--- config.mk ---
export PLATFORM = sky130hd
export DESIGN_NAME = qrm_front
export DESIGN_NICKNAME = d
export VERILOG_FILES = /design/src/design/qrm_pkg.sv /design/src/design/qrm_front.sv
export SDC_FILE = /design/constraint.sdc
export NUM_CORES = 2
export LEC_CHECK = 0
export BUFFER_PORTS_ARGS = -buffer_cell sky130_fd_sc_hd__clkbuf_2
export CAP_MARGIN = 20
export CORE_ASPECT_RATIO = 1.1
export CORE_MARGIN = 1
export CORE_UTILIZATION = 60
export DETAILED_ROUTE_END_ITERATION = 16
export GPL_TIMING_DRIVEN = 0
export PLACE_DENSITY = 0.79
export SYNTH_ARGS = -nofsm -noshare
export SYNTH_HDL_FRONTEND = slang
export SYNTH_SLANG_ARGS = --single-unit
export TNS_END_PERCENT = 50
--- constraint.sdc ---
create_clock -name clock -period 20 [get_ports clock]
set_input_delay 4 -clock clock [delete_from_list [all_inputs] [get_ports clock]]
set_output_delay 4 -clock clock [all_outputs]
set_load 0.02 [all_outputs]
--- src/design/qrm_pkg.sv ---
// Shared types, constants and a rounding helper for the quaternion to rotation matrix block.
package qrm_pkg;

   localparam int COMP_W   = 16;
   localparam int M_W      = 30;
   localparam int R_W      = 18;
   localparam int T_W      = 48;
   localparam int P_W      = 63;
   localparam int CAND_W   = 67;
   localparam int SQRT_STEPS = 18;
   localparam int LATENCY  = 26;
   localparam logic [15:0] Q14_ONE = 16'h4000;

   typedef logic signed [COMP_W-1:0] comp_type;

   typedef struct packed {
      logic                zero;
      logic [3:0][15:0]    q;
      logic [4:0]          sh;
      logic [M_W-1:0]      m;
      logic [R_W-1:0]      r;
      logic [T_W-1:0]      t;
      logic [P_W-1:0]      p;
   } sqrt_bus_type;

   function automatic logic [15:0] round_sat14(input logic signed [36:0] v);
      logic [36:0] mag;
      logic [23:0] rnd;
      mag = v[36] ? 37'(-v) : 37'(v);
      rnd = 24'((mag + 37'd8192) >> 14);
      if (!v[36] && rnd > 24'd32767) return 16'h7fff;
      if (v[36] && rnd > 24'd32768) return 16'h8000;
      return v[36] ? 16'(-rnd) : 16'(rnd);
   endfunction

endpackage

--- src/design/qrm_front.sv ---
// Front end: input capture, squared length and block normalization of the length.
module qrm_front import qrm_pkg::*; (
   input  logic         clock,
   input  logic         reset,
   input  logic         in_valid,
   input  comp_type     quat_x,
   input  comp_type     quat_y,
   input  comp_type     quat_z,
   input  comp_type     quat_w,
   output logic         out_valid,
   output sqrt_bus_type out_bus
);

   logic [2:0]       valid_ff;
   logic [3:0][15:0] q1_ff;
   logic [3:0][15:0] q2_ff;
   logic [3:0][15:0] q3_ff;
   logic [3:0][30:0] sq_ff;
   logic [32:0]      s_ff;
   logic [32:0]      s_in;
   logic [3:0][30:0] sq_in;
   logic [5:0]       msb;
   logic signed [6:0] kval;
   logic [6:0]       kmag;
   logic [5:0]       amt;
   sqrt_bus_type     bus_in;
   sqrt_bus_type     bus_ff;
   logic             valid_out_ff;

   always_comb begin
      for (int i = 0; i < 4; i++) begin
         sq_in[i] = 31'($signed(q1_ff[i]) * $signed(q1_ff[i]));
      end
      s_in = 33'(sq_ff[0]) + 33'(sq_ff[1]) + 33'(sq_ff[2]) + 33'(sq_ff[3]);
   end

   always_comb begin
      msb = '0;
      for (int i = 0; i < 33; i++) begin
         if (s_ff[i]) msb = 6'(i);
      end
      kval = ($signed({1'b0, msb}) - 7'sd28) >>> 1;
      kmag = kval[6] ? 7'(-kval) : 7'(kval);
      amt = 6'(kmag << 1);
      bus_in.zero = (s_ff == '0);
      bus_in.q = q3_ff;
      bus_in.sh = 5'(7'sd17 + kval);
      bus_in.m = kval[6] ? M_W'(s_ff << amt) : M_W'(s_ff >> amt);
      bus_in.r = '0;
      bus_in.t = '0;
      bus_in.p = '0;
   end

   always_ff @(posedge clock) begin
      if (reset) begin
         valid_ff <= '0;
         valid_out_ff <= 1'b0;
      end else begin
         valid_ff <= {valid_ff[1:0], in_valid};
         valid_out_ff <= valid_ff[2];
      end
      q1_ff <= {quat_w, quat_z, quat_y, quat_x};
      q2_ff <= q1_ff;
      q3_ff <= q2_ff;
      sq_ff <= sq_in;
      s_ff <= s_in;
      bus_ff <= bus_in;
   end

   assign out_valid = valid_out_ff;
   assign out_bus = bus_ff;

endmodule

==> metrics.md <==
| Metric | Value |
|---|---|
| Status | `finished clean` |
| Global-route track usage on met3 | `3.971%` |
| Die Span X | `277 um` |
| Dominant cells by area after synthesis | `fa_1 40%, dfxtp_1 18%, inv_1 9.2%` |
| Worst Tran Pin Value | `1.059 ns` |
| Total iterations of the first detailed-routing run | `7` |
| Area grow syn2layout | `8.551%` |
| Largest net degree at the start of global routing | `16` |
| GR Overflow Total | `0` |
| Die outline height | `304.5 um` |
| Slew HR | `27.60%` |
| Share of cells above drive strength 1 | `7.968%` |
| Slew Limit Fails | `0` |
| Post-route ant nets | `0` |
| Register area share after synthesis | `17.85%` |
| Core area | `82170 um2` |
| DR WL/cell | `17.59 um` |
| Gr usage total | `28.45%` |
| Top cell type's share of synthesized area | `39.71%` |
| Clk_skew | `0.02085 ns` |
| Die ar. | `84350 um2` |
| Post-cts resize count | `0` |
| Initial Utilization | `60.75%` |
| FF-to-FF End | `sq_ff[91]` |
| IO Count | `297` |
| Mapped Area | `49910 um2` |
| DRC | `0` |
| Minimum clock period | `7.943 ns` |
| Setup crit start kind | `register` |
| Peak Freq | `125.9 MHz` |
| RSZ-0062 raised after global routing | `no` |
| Mean post-synth cell area | `9.860 um2` |
| Clk Tree Root Cell | `clkbuf_16` |
| DR iter-0 viols | `1994` |
| Core Rows | `110` |
| Clk slew on worst S/H paths | `0.07 ns` |
| Sink Count | `445` |
| Reg2Reg Setup Slack | `12.06 ns` |
| Antenna violations before repair | `1` |
| Synth Flop Type | `dfxtp_1` |
| Final WL | `114600 um` |
| CP endpoint kind | `register` |
| Hold Startpoint | `bus_in[168]` |
| GRT Max-Usage Layer | `met2` |
| CTS H-tree depth | `2` |
| Register bit total from synthesis | `445` |
| Crit path kind | `reg2reg` |
| Synth Warn # | `0` |
| # nets final | `6835` |
| Tcrit/Tclk final | `39.71%` |
| Hold depth | `0` |
| Global Route met1 Usage | `35.15%` |
| Min-Delay Endpoint | `out_bus[168]` |
| GR Layer Usage met2 | `49.59%` |
| Vias in the first global route | `37263` |
| CTS buffer count | `47` |
| Worst Path Arrival | `8.42 ns` |
| Req. time, crit path | `20.47 ns` |
| Worst skew pair latency | `0.61 ns` |
| MaxCap Viol Count | `0` |
| Hold WC Path Type | `reg2reg` |
| Via count | `34402` |
| Gpl congestion | `0.9675` |
| Crit path max fanout | `10` |
| Netlist cell types | `82` |
| Sum of negative setup slack | `0 ns` |
| Vias per cell | `5.284` |
| Final HPWL from detailed placement | `96590 um` |
| Asr flop ratio synth | `0%` |
| Cell with the most instances after synthesis | `inv_1` |
| First-pass GRT wire length | `188800 um` |
| Max Root-Sink Buffers | `3` |
| R2R cell count | `23` |
| Final setup viols | `0` |
| Hold_buf cts | `0` |
| CTS tree | `yes` |
| Fillers | `6410` |
| Post-CTS setup buffers | `0` |
| Mapped Cells | `5062` |
| Number of enable flip-flop cells after synthesis | `0` |
| Area leader, netlist | `fa_1` |
| # diodes | `0` |
| Reg2reg start | `q1_ff[33]` |
| Top post-synthesis cells by count | `1229 x inv_1, 990 x fa_1, 445 x dfxtp_1` |
| Final Hold Vio Count | `0` |
| Port Buffers | `167` |
## metal layers
metal  up-vias  part of all wire [%]
li1      15744                     -
met2      1268                    50
met4         0                   4.9
met1     17039                    39
met3       351                   6.0
met5         -                     0
## layout by cell type (no fill, tap or decap), types with 10 or more instances in the layout
cell / synthesis / final
a211oi_1: 22 / 22
a21o_1: 54 / 54
a21oi_1: 152 / 152
a31oi_1: 10 / 10
and2_1: 186 / 186
and3_1: 24 / 24
buf_4: 132 / 132
clkbuf_1: 104 / 110
clkbuf_16: 0 / 47
clkbuf_2: 0 / 167
conb_1: 2 / 134
dfxtp_1: 445 / 445
fa_1: 990 / 990
ha_1: 368 / 368
inv_1: 1229 / 1229
mux2_2: 10 / 10
mux2i_1: 51 / 51
nand2_1: 335 / 335
nand2b_1: 67 / 67
nand3_1: 42 / 42
nor2_1: 219 / 219
nor2b_1: 22 / 22
nor3_1: 38 / 38
nor4_1: 15 / 15
o211ai_1: 16 / 16
o21a_1: 23 / 23
o21ai_0: 121 / 121
o21bai_1: 17 / 17
or2_2: 14 / 14
or3_1: 12 / 12
xnor2_1: 132 / 132
xor2_1: 54 / 54
## state kept, by name (all words and copies together), names as in the netlist
signal	flops
sq_ff	120
s_ff	33
q2_ff	60
q1_ff	64
bus_in	64
out_valid	1
out_bus	100
valid_ff	3
## cell families after synthesis
kind of cell / Yosys count / synth area share (%)
AOI/OAI and AO/OA: 514 / 6.600
xor gates and xnor gates: 187 / 3.296
adders and majority gates: 1358 / 48.93
buffers and inverters: 1489 / 12.27
DFF: 445 / 17.85
muxes: 63 / 1.339
other: 2 / 0.01505
and+or+nand+nor: 1004 / 9.696
## how the worst max path moves through the flow
stage               from        end  slack (ns)  depth (start not counted)
2_1_floorplan  q1_ff[33]  sq_ff[91]       13.44                         23
3_3_place_gp   q1_ff[33]  sq_ff[91]       12.32                         23
3_5_place_dp   q1_ff[33]  sq_ff[91]       12.21                         23
4_1_cts        q1_ff[33]  sq_ff[91]       12.17                         23
5_1_grt        q1_ff[33]  sq_ff[91]       11.65                         23
6_report       q1_ff[33]  sq_ff[91]       12.06                         23
## critical path, cell delays in order (launching register included)
cell	delay (ns)
dfxtp_1	0.34
clkbuf_1	0.41
clkbuf_1	0.56
nand2_1	0.17
fa_1	0.53
inv_1	0.07
fa_1	0.53
inv_1	0.06
fa_1	0.50
inv_1	0.05
fa_1	0.52
inv_1	0.05
fa_1	0.48
inv_1	0.05
fa_1	0.51
ha_1	0.41
nand2_1	0.09
o211ai_1	0.31
a211oi_1	0.10
or3_1	0.40
a311oi_1	0.55
a2111oi_0	0.38
o211ai_1	0.24
or3b_2	0.45
## final cells by class
type,instances,area (um2),area share [%]
Inverter,1235,4636,8.556
Clock inverter,29,351.6,0.6489
Buffer,254,1490,2.750
Sequential cell,445,8909,16.44
Clock buffer,57,1254,2.314
Tap cell,1064,1331,2.457
Multi-Input combinational cell,3260,35370,65.29
Timing Repair Buffer,167,835.8,1.543
## per-stage QoR
step / hold slack (ns) / util (%) / setup slack (ns) / instance area (um2) / instances
floorplan: 0.3096 / - / 13.44 / 50410 / 5194
global route: 0.3243 / 65.94 / 11.65 / 54180 / 6511
finish: 0.3156 / 65.94 / 12.06 / 54180 / 6511
detailed placement: 0.3121 / 63.99 / 12.21 / 52580 / 6425
global placement: 0.3097 / 63.99 / 12.32 / 52580 / 6425
CTS: 0.3162 / 65.94 / 12.17 / 54180 / 6511
Power is left out: the tool's default activity adds up to more than one toggle a clock period on the data nets, which glitch-free logic cannot reach.
