<file path="src/design/qrm_pkg.sv">
// Shared types, constants and a rounding helper for the quaternion to rotation matrix block.
package qrm_pkg;

   localparam int COMP_W   = 16;
   localparam int M_W      = 30;
   localparam int R_W      = 18;
   localparam int T_W      = 48;
   localparam int P_W      = 63;
   localparam int CAND_W   = 67;
   localparam int SQRT_STEPS = 18;
   localparam int LATENCY  = 26;
   localparam logic [15:0] Q14_ONE = 16'h4000;

   typedef logic signed [COMP_W-1:0] comp_type;

   typedef struct packed {
      logic                zero;
      logic [3:0][15:0]    q;
      logic [4:0]          sh;
      logic [M_W-1:0]      m;
      logic [R_W-1:0]      r;
      logic [T_W-1:0]      t;
      logic [P_W-1:0]      p;
   } sqrt_bus_type;

   function automatic logic [15:0] round_sat14(input logic signed [36:0] v);
      logic [36:0] mag;
      logic [23:0] rnd;
      mag = v[36] ? 37'(-v) : 37'(v);
      rnd = 24'((mag + 37'd8192) >> 14);
      if (!v[36] && rnd > 24'd32767) return 16'h7fff;
      if (v[36] && rnd > 24'd32768) return 16'h8000;
      return v[36] ? 16'(-rnd) : 16'(rnd);
   endfunction

endpackage

</file>
<file path="src/design/qrm_isqrt_stage.sv">
// One bit step of the inverse square root search, testing r*r*M against 2^62.
module qrm_isqrt_stage import qrm_pkg::*; #(
   parameter int BIT_POS = 17
) (
   input  logic         clock,
   input  logic         reset,
   input  logic         in_valid,
   input  sqrt_bus_type in_bus,
   output logic         out_valid,
   output sqrt_bus_type out_bus
);

   logic [CAND_W-1:0] cand;
   logic              take;
   sqrt_bus_type      bus_in;
   sqrt_bus_type      bus_ff;
   logic              valid_ff;

   always_comb begin
      cand = {4'b0, in_bus.p}
           + ({19'b0, in_bus.t} << (BIT_POS + 1))
           + ({37'b0, in_bus.m} << (2 * BIT_POS));
      take = (cand <= (CAND_W'(1) << 62));
      bus_in = in_bus;
      if (take) begin
         bus_in.r = in_bus.r | (R_W'(1) << BIT_POS);
         bus_in.p = cand[P_W-1:0];
         bus_in.t = in_bus.t + (T_W'(in_bus.m) << BIT_POS);
      end
   end

   always_ff @(posedge clock) begin
      if (reset) begin
         valid_ff <= 1'b0;
      end else begin
         valid_ff <= in_valid;
      end
      bus_ff <= bus_in;
   end

   assign out_valid = valid_ff;
   assign out_bus = bus_ff;

endmodule

</file>
<file path="config.mk">
export PLATFORM = sky130hd
export DESIGN_NAME = qrm_isqrt_stage
export DESIGN_NICKNAME = d
export VERILOG_FILES = /design/src/design/qrm_pkg.sv /design/src/design/qrm_isqrt_stage.sv
export SDC_FILE = /design/constraint.sdc
export NUM_CORES = 1
export LEC_CHECK = 0
export BUFFER_PORTS_ARGS = -buffer_cell sky130_fd_sc_hd__buf_4
export CORE_AREA = 5 5 178 180
export CTS_CLUSTER_DIAMETER = 40
export DETAILED_ROUTE_END_ITERATION = 12
export DIE_AREA = 0 0 183 185
export GPL_TIMING_DRIVEN = 0
export PLACE_DENSITY_LB_ADDON = 0.3
export RECOVER_POWER = 100
export SYNTH_ARGS = -nofsm -noshare
export SYNTH_HDL_FRONTEND = slang
export SYNTH_SLANG_ARGS = --single-unit
</file>
<file path="constraint.sdc">
create_clock -name clock -period 12.8 [get_ports clock]
set_clock_uncertainty 0.1 [all_clocks]
set_input_delay 2.56 -clock clock [delete_from_list [all_inputs] [get_ports clock]]
set_output_delay 2.56 -clock clock [all_outputs]
set_load 0.05 [all_outputs]
</file>
==> summary.md, run 1 <==
| Metric | Value |
|---|---|
| # hold bufs at CTS | `0` |
| Global-route wire length before repair | `56.6 mm` |
| Crit path arrival time | `approximately 9200 ps` |
| WL per Instance | `~19 um` |
| Seq/Total Area, Yosys | `41.5%` |
| Placed Area | `~0.015 sq mm` |
| IO Count | `462` |
| Worst Min Path Start | `in_bus[160]` |
| Routed Antenna Nets | `0` |
| Cell variety after synth | `73` |
| Yosys top cell area share | `between 40% and 50%` |
| Top cells by area, synth | `dfxtp_1 (42%), ha_1 (10%), mux2_4 (6.8%)` |
| Relative slew margins | `15.7%` |
| Area delta synth->final | `34.8%` |
| Slowest stage cell, crit path | `clkbuf_1` |
| Leakage | `6.38 nW` |
| Non-Filler Cell Area, Final | `around 0.015 sq mm` |
| DR DRC count | `0` |
| Req. time, crit path | `13,120 ps` |
| Gr usage total | `a little over a fifth` |
| Tot Pwr | `0.00272 W` |
| Synthesized flop and latch total | `230` |
| RSZ-0062 raised after global routing | `no` |
| Root buffer cell | `clkbuf_16` |
| Fin nets | `roughly 1.9k` |
| Outcome | `complete, no violations` |
| Register area | `between 0.004 and 0.005 sq mm` |
| Share of cells above drive strength 1 | `17.5%` |
| Average size of a mapped cell | `between 10 and 15 sq um` |
| Syn Nets | `around 1.4k` |
| Most frequent cell after synthesis | `dfxtp_1` |
| Worst-margin pin slew | `roughly 1200 ps` |
| Max Transition Viols Final | `0` |
| Tcrit/Tclk final | `69.4%` |
| Crit end category | `register` |
| Vias in the first global route | `10.0k` |
| Num CTS Buffers | `37` |
| Pre-CTS setup slack | `around 4800 ps` |
| Max Cap Viol | `0` |
| Post-CTS setup buffers | `0` |
| Final hold violations | `0` |
| Clock-pin slew on the worst setup and hold paths | `approximately 60 ps` |
| Worst hold-check path type | `in2reg` |
| Die area | `0.0339 sq mm` |
| Startpoint Class | `input port` |
| DR vias/cell | `roughly 4.9` |
| Maximum vdd drop | `0.113 mV` |
| Share of flip-flops with an asynchronous set or reset | `0%` |
| Max FO, Critical Path | `10` |
| TNS Setup | `0 ps` |
| CTS Sinks | `230` |
| CP cell instances | `clkbuf_1, fa_1, ha_1, clkbuf_1, nand4_1, nor4_1, nand4_1, o211ai_1, xor2_1, or4_1, or4b_1, or4_1, o31ai_1, clkbuf_1, clkbuf_1, mux2i_1` |
| Largest net degree at the start of global routing | `14` |
| Initial Util | `36.9%` |
| Yosys warning count | `0` |
| DRT Wirelength | `38.1 mm` |
| CP most frequent cell | `clkbuf_1` |
| Die height | `185 um` |
| Core area | `0.0300 sq mm` |
| Peak Freq | `between 100 and 150 MHz` |
| Via count of the routed design | `just under 10k` |
| ANT cells | `0` |
| Cell family with most CP delay | `simple AND/OR/NAND/NOR gates` |
| Post-cts repair resize count | `0` |
| Die width | `around 180 um` |
| Power per standard cell area | `between 150 and 200 mW/mm^2` |
| Number of fill cells in the layout | `approximately 3k` |
| Row count | `64` |
| CTS H-tree depth | `2` |
| Post-synth EDFFs | `0` |
| Post-Syn Instances | `~1.0k` |
| Synth area leader | `dfxtp_1` |
| Top_reg_cell synth | `dfxtp_1` |
| Slack of the critical path | `3920 ps` |
| TritonRoute pass-1 iters | `5` |
| Synthesized cell area | `about 0.011 sq mm` |
| Antenna violations before repair | `0` |
| Final Setup Violations | `0` |
| Worst hold margin | `slightly above 2000 ps` |
| Port Buffers | `461` |
| Crit Path Class | `in2reg` |
| Crit path buffers/inverters | `4` |
| Synth cell count leaders | `dfxtp_1 (230), ha_1 (93), a21oi_1 (74), nand2_1 (64), nor2_1 (52)` |
| RD Place Congestion | `between 0.9 and 1` |
| 1st-iter DRT viols | `431` |
| Critical Path Source | `in_bus[137]` |
| Tmin final | `just under 9000 ps` |
| CP max stage delay | `940 ps` |
| DP HPWL | `between 30 and 40 mm` |
| Total grt overflow | `0` |
| CTS tree | `built` |
| Clock buffer depth | `3` |
| Multi-input logic area | `about 0.0059 sq mm` |
-- cell usage in the layout, fill, tap and decap left out, types with 7 or more instances in the layout --
master / instances
mux2i_1: 12
nor4_1: 16
a31oi_1: 7
a211oi_1: 9
o21a_1: 12
xnor2_1: 46
buf_4: 78
a21oi_1: 74
o21bai_1: 13
nor3_1: 12
inv_1: 38
dfxtp_1: 230
nor2b_1: 9
ha_1: 93
clkbuf_16: 37
nand2_1: 64
a21o_1: 20
mux2_1: 45
xor2_1: 22
mux2_2: 10
o211ai_1: 9
clkbuf_1: 309
nand3_1: 18
nand2b_1: 11
o21ai_0: 46
nor2_1: 52
fa_1: 31
clkbuf_4: 104
nand4_1: 16
-- per-stage QoR --
step | std cells | utilization, %
global route | 1955 | 49.8
global placement | 1891 | 50.1
floorplan | 1034 | -
finish | 1955 | 49.8
CTS | 1955 | 54.2
detailed placement | 1891 | 50.1
-- state kept, by name, indices dropped and copies added (netlist names) --
name	count
out_bus	229
out_valid	1
-- cell families after synthesis --
family | after synthesis | share of synthesized area (%)
buf+inv | 67 | 3.23
fa+ha+maj | 124 | 16.1
compound gates | 247 | 14.8
simple gates | 226 | 10.1
mux | 72 | 8.87
flops | 230 | 41.5
xor+xnor | 68 | 5.37
-- per-layer routing --
metal	track usage (%)	part of all wire, %	vias to the layer above
met5	0	0	-
met4	7.33	3.3	0
met3	6.89	8.9	78
met2	38.7	50	390
met1	23.7	38	4425
li1	-	-	4750
-- path summary, 6_finish.rpt --
| check | endpoint | slack (ps) | cells past startpoint |
|---|---|---|---|
| setup / recovery | out_bus[81] | 3920 | 16 |
| hold / removal | out_bus[160] | 2070 | 1 |
-- final cells by class --
type	instances	area share, %
Multi-Input combinational cell	737	39.7
Sequential cell	230	30.8
Timing Repair Buffer	461	16.2
Clock buffer	44	6.64
Tap cell	396	3.32
Clock inverter	20	1.61
Inverter	38	0.954
Buffer	29	0.787
-- power by group --
part,internal (W),switching (W),total [W]
Sequential,0.000790,0.0000178,0.000808
Combinational,0.000279,0.000656,0.000935
Clock,0.000624,0.000357,0.000980
Note: power is estimated with default switching activity, not from simulation.
==> run 2, diff against run 1 <==
Settings changed: CORE_AREA 5 5 178 180 to 5 5 175 177, DIE_AREA 0 0 183 185 to 0 0 180 182.
Clock period 12.8 ns to 7.7 ns, I/O delays scaled along.
==> run 2 against run 1 <==
Against the previous run:
- setup slack got worse by 3100 ps
- combinational power grew 68%
- total power increased by 67%
- global-route usage increased by 0.63 points
- critical path depth stayed put
- count of clock-buffer cells in the layout did not move
- critical endpoint is now out_bus[109]
==> summary.md, run 2 (synthesis gave the netlist of run 1 again) <==
| Metric | Value |
|---|---|
| Largest net degree at the start of global routing | `14` |
| Number of fill cells in the layout | `2,914` |
| Slack of the critical path | `between 800 and 900 ps` |
| Global-route wire length before repair | `56.9 mm` |
| Root buffer cell | `clkbuf_16` |
| DR vias/cell | `4.99` |
| Vias in the first global route | `approximately 10k` |
| Startpoint Class | `input port` |
| Slowest stage cell, crit path | `or4b_2` |
| Crit Path Class | `in2reg` |
| Post-cts repair resize count | `0` |
| Max FO, Critical Path | `10` |
| Share of cells above drive strength 1 | `~18%` |
| Crit path depth | `16` |
| Relative slew margins | `16.1%` |
| Die height | `182 um` |
| Leakage | `around 6.4 nW` |
| Critical Path Source | `in_bus[130]` |
| Worst-margin pin slew | `between 1000 and 1500 ps` |
| CTS Sinks | `230` |
| Die area | `approximately 0.033 sq mm` |
| Cell family with most CP delay | `compound AO/OA/AOI/OAI gates` |
| Clock buffer depth | `3` |
| RSZ-0062 raised after global routing | `no` |
| CP most frequent cell | `clkbuf_1` |
| WL per Instance | `about 20 um` |
| Port Buffers | `roughly 460` |
| Crit path arrival time | `between 7000 and 8000 ps` |
| Most frequent cells in the layout | `clkbuf_1 (304), dfxtp_1 (230), clkbuf_4 (102)` |
| Outcome | `complete, no violations` |
| Maximum vdd drop | `0.184 mV` |
| CP cell instances | `clkbuf_1, fa_1, ha_1, clkbuf_1, nand2_1, o21ai_0, nor2_1, o31ai_1, nand3_1, a221oi_1, a41oi_1, xor2_1, or4b_2, o31ai_1, clkbuf_1, mux2_2` |
| Area delta synth->final | `35.5%` |
| Clock-pin slew on the worst setup and hold paths | `roughly 60 ps` |
| Power per standard cell area | `a little over 300 mW/mm^2` |
| Via count of the routed design | `~9.7k` |
| CP max stage delay | `approximately 660 ps` |
| TritonRoute pass-1 iters | `5` |
| Crit path buffers/inverters | `3` |
| Post-CTS setup buffers | `0` |
| Max FFs per register | `~230` |
| Die width | `approximately 180 um` |
| ANT cells | `0` |
| Core area | `between 0.02 and 0.03 sq mm` |
| RD Place Congestion | `~0.9` |
| Tot Pwr | `0.00455 W` |
| Fin nets | `1,889` |
| CTS H-tree depth | `2` |
| DRT Wirelength | `38.2 mm` |
| Crit end category | `register` |
| Final Setup Violations | `0` |
| Worst hold stages | `1` |
| Total grt overflow | `0` |
| TNS Setup | `0 ps` |
| Req. time, crit path | `7980 ps` |
| Row count | `63` |
| Tcrit/Tclk final | `around 89%` |
| Worst hold margin | `approximately 1100 ps` |
| Pre-CTS setup slack | `720 ps` |
| Max Transition Viols Final | `0` |
| Peak Freq | `between 100 and 150 MHz` |
| Routed Antenna Nets | `0` |
| Final hold violations | `0` |
| IO Count | `462` |
| Most common cell after layout, fill and taps aside | `clkbuf_1` |
| Gr usage total | `roughly 22%` |
| Num CTS Buffers | `36` |
| Worst hold-check path type | `in2reg` |
| 1st-iter DRT viols | `about 540` |
| Max Cap Viol | `0` |
| CTS tree | `built` |
| Tmin final | `6880 ps` |
| DR DRC count | `0` |
| Antenna violations before repair | `0` |
| Crit path to | `out_bus[109]` |
| DP HPWL | `32.0 mm` |
| Initial Util | `38.1%` |
| # hold bufs at CTS | `0` |
run 2: cell types whose count changed in the layout (fill, tap and decap cells not counted), moves of 2 or more:
cell,before,now
buf_12,0,5
clkbuf_1,309,304
clkbuf_4,104,102
clkinv_4,5,2
inv_6,5,8
run 2: worst min path at each step:
stage	start	end	slack, ps
2_1_floorplan	in_bus[0]	out_bus[0]	1470
3_3_place_gp	in_bus[159]	out_bus[159]	1540
3_5_place_dp	in_bus[195]	out_bus[195]	1550
4_1_cts	in_bus[169]	out_bus[169]	1010
5_1_grt	in_bus[112]	out_bus[112]	1040
6_report	in_bus[180]	out_bus[180]	1050
run 2: final cells by class:
| cell class | instances | area, sq um | area share [%] |
|---|---|---|---|
| clock buffers | 44 | 981 | 6.53 |
| well taps | 390 | 488 | 3.25 |
| clock inverters | 21 | 250 | 1.67 |
| inverters | 38 | 143 | 0.950 |
| flip-flops and latches | 230 | 4600 | 30.7 |
| plain buffers | 29 | 208 | 1.38 |
| repair buffers | 461 | 2410 | 16.0 |
| multi-input cells | 737 | 5940 | 39.6 |
run 2: per-layer routing:
layer | share of wire (%) | GRT usage (%) | vias to the layer above
met5 | 0 | 0 | -
met4 | 2.5 | 6.61 | 0
met3 | 7.7 | 6.99 | 63
met2 | 51 | 40.1 | 390
met1 | 39 | 24.7 | 4515
li1 | - | - | 4753
run 2: report_power, final:
part           switching (W)  internal (W)
clock network       0.000601       0.00103
logic                0.00109      0.000483
registers          0.0000303       0.00131
run 2: stage by stage:
step	cell area, sq um	std cells	util [%]
after floorplan	11100	1034	-
after global placement	15000	1885	51.7
after detailed placement	15000	1885	51.7
after CTS	16300	1950	55.9
after global routing	15000	1950	51.6
final	15000	1950	51.6
==> run 3, diff against run 2 <==
Clock period 7.7 ns to 5.68 ns, I/O delays scaled along.
==> run 3 against run 2 <==
Against the previous run:
- cell count increased by 0.51%
- non-clock buffer count increased by 3
- flip-flop and latch count unchanged
- critical path depth increased by 1
- utilization increased by 2.2 points
- hold slack got worse by 410 ps
- first-iteration DRC count increased by 3.7%
- sequential power increased by 36%
- count of clock-buffer cells in the layout increased by 7
- clock power increased by 42%
- via count increased by 1.5%
- routed wire length about the same
- highest routed layer unchanged
==> summary.md, run 3 (synthesis gave the netlist of run 1 again) <==
| Metric | Value |
|---|---|
| CTS Sinks | `230` |
| Most common cell after layout, fill and taps aside | `clkbuf_1` |
| 1st-iter DRT viols | `around 560` |
| IO Count | `~460` |
| Row count | `63` |
| Req. time, crit path | `5970 ps` |
| Crit path arrival time | `approximately 5900 ps` |
| Slack of the critical path | `about 94 ps` |
| Num CTS Buffers | `40` |
| Worst hold margin | `~640 ps` |
| # hold bufs at CTS | `0` |
| Port Buffers | `461` |
| Die width | `about 180 um` |
| Multi-input logic area | `roughly 0.0064 sq mm` |
| Max Cap Viol | `0` |
| CP cell instances | `buf_4, fa_1, ha_1, clkbuf_1, and2_1, nand3_1, o221ai_1, a2111oi_2, o41a_1, a21boi_1, o21ai_1, or4b_1, or4_4, o31ai_4, buf_12, buf_4, mux2_4` |
| Clock buffer depth | `3` |
| Maximum vdd drop | `roughly 0.25 mV` |
| Max FFs per register | `around 230` |
| Number of fill cells in the layout | `around 2.8k` |
| Most frequent cells in the layout | `clkbuf_1 (287), dfxtp_1 (230), clkbuf_4 (103)` |
| DR vias/cell | `5.03` |
| Leakage | `6.72 nW` |
| DR DRC count | `0` |
| Worst hold-check path type | `in2reg` |
| Startpoint Class | `input port` |
| RD Place Congestion | `roughly 0.94` |
| Initial Util | `38.1%` |
| Max Transition Viols Final | `0` |
| Worst-margin pin slew | `1240 ps` |
| Tcrit/Tclk final | `a little over nine tenths` |
| Pre-CTS setup slack | `-853 ps` |
| Final Setup Violations | `0` |
| Share of cells above drive strength 1 | `24.3%` |
| Area delta synth->final | `41.4%` |
| Relative slew margins | `between 10% and 20%` |
| Global-route wire length before repair | `57.8 mm` |
| TNS Setup | `0 ps` |
| CTS H-tree depth | `2` |
| Via count of the routed design | `roughly 9.9k` |
| CTS tree | `built` |
| Fin cells | `between 1.5k and 2k` |
| CP max stage delay | `530 ps` |
| Outcome | `complete, no violations` |
| Gr usage total | `about 22%` |
| Root buffer cell | `clkbuf_16` |
| Peak Freq | `~180 MHz` |
| Antenna violations before repair | `1` |
| Core area | `approximately 0.029 sq mm` |
| Max FO, Critical Path | `10` |
| Fin nets | `approximately 1.9k` |
| Clock-pin slew on the worst setup and hold paths | `about 60 ps` |
| CP most frequent cell | `buf_4` |
| RSZ-0062 raised after global routing | `no` |
| Largest net degree at the start of global routing | `14` |
| Crit Path Class | `in2reg` |
| Placed insts | `between 1.5k and 2k` |
| Slowest stage cell, crit path | `or4b_1` |
| Final hold violations | `0` |
| Die height | `about 180 um` |
| Cell family with most CP delay | `compound AO/OA/AOI/OAI gates` |
| Die area | `between 0.03 and 0.04 sq mm` |
| Vias in the first global route | `10.1k` |
| Crit end category | `register` |
| Routed Antenna Nets | `0` |
| DP HPWL | `about 31 mm` |
| WL per Instance | `around 19 um` |
| TritonRoute pass-1 iters | `5` |
| Register area | `0.00460 sq mm` |
| Total grt overflow | `0` |
| Power per standard cell area | `about 410 mW/mm^2` |
| Tmin final | `roughly 5600 ps` |
| Crit path buffers/inverters | `4` |
| DRT Wirelength | `38.2 mm` |
-- run 3: cell types whose count changed in the layout (fill, tap and decap cells not counted), sizes merged --
cell	delta
clkbuf	-10
clkinv	-1
bufbuf	+1
clkinvlp	+2
bufinv	-2
buf	+19
diode	+1
-- run 3: cell type report --
type,instances,area share [%]
inverters,38,0.910
diodes,1,0.0160
clock buffers,51,7.17
repair buffers,474,16.5
clock inverters,20,1.29
well taps,390,3.11
plain buffers,19,0.918
multi-input cells,737,40.7
flip-flops and latches,230,29.4
-- run 3: worst paths after layout --
check,startpoint,endpoint,depth (start not counted)
hold / removal,in_bus[167],out_bus[167],1
setup / recovery,in_bus[51],out_bus[92],17
-- run 3: per-stage QoR --
stage                     utilization [%]  area [sq um]  total power, W
after floorplan                         -         11100         0.00347
after global placement               51.7         15000         0.00422
after detailed placement             51.7         15000         0.00423
after CTS                            57.3         16700         0.00668
after global routing                 53.9         15700         0.00678
final                                53.9         15700         0.00647
-- run 3: per-layer routing --
layer	global-route usage, %	part of all wire, %	vias up
met5	0	0	-
met4	7.01	3.1	0
met1	25.5	38	4588
met3	6.59	8.0	69
li1	-	-	4766
met2	40.1	50	442
-- run 3: repair_timing --
item	CTS	global route
cloned	1	0
setup buffers	10	2
pin swaps	15	10
resized for setup	31	22
setup endpoints to repair	76	72
-- run 3: power by group --
part / switching (W) / internal, W
clock: 0.000853 / 0.00147
sequential: 0.0000398 / 0.00178
combinational: 0.00155 / 0.000777
total: 0.00244 / 0.00403
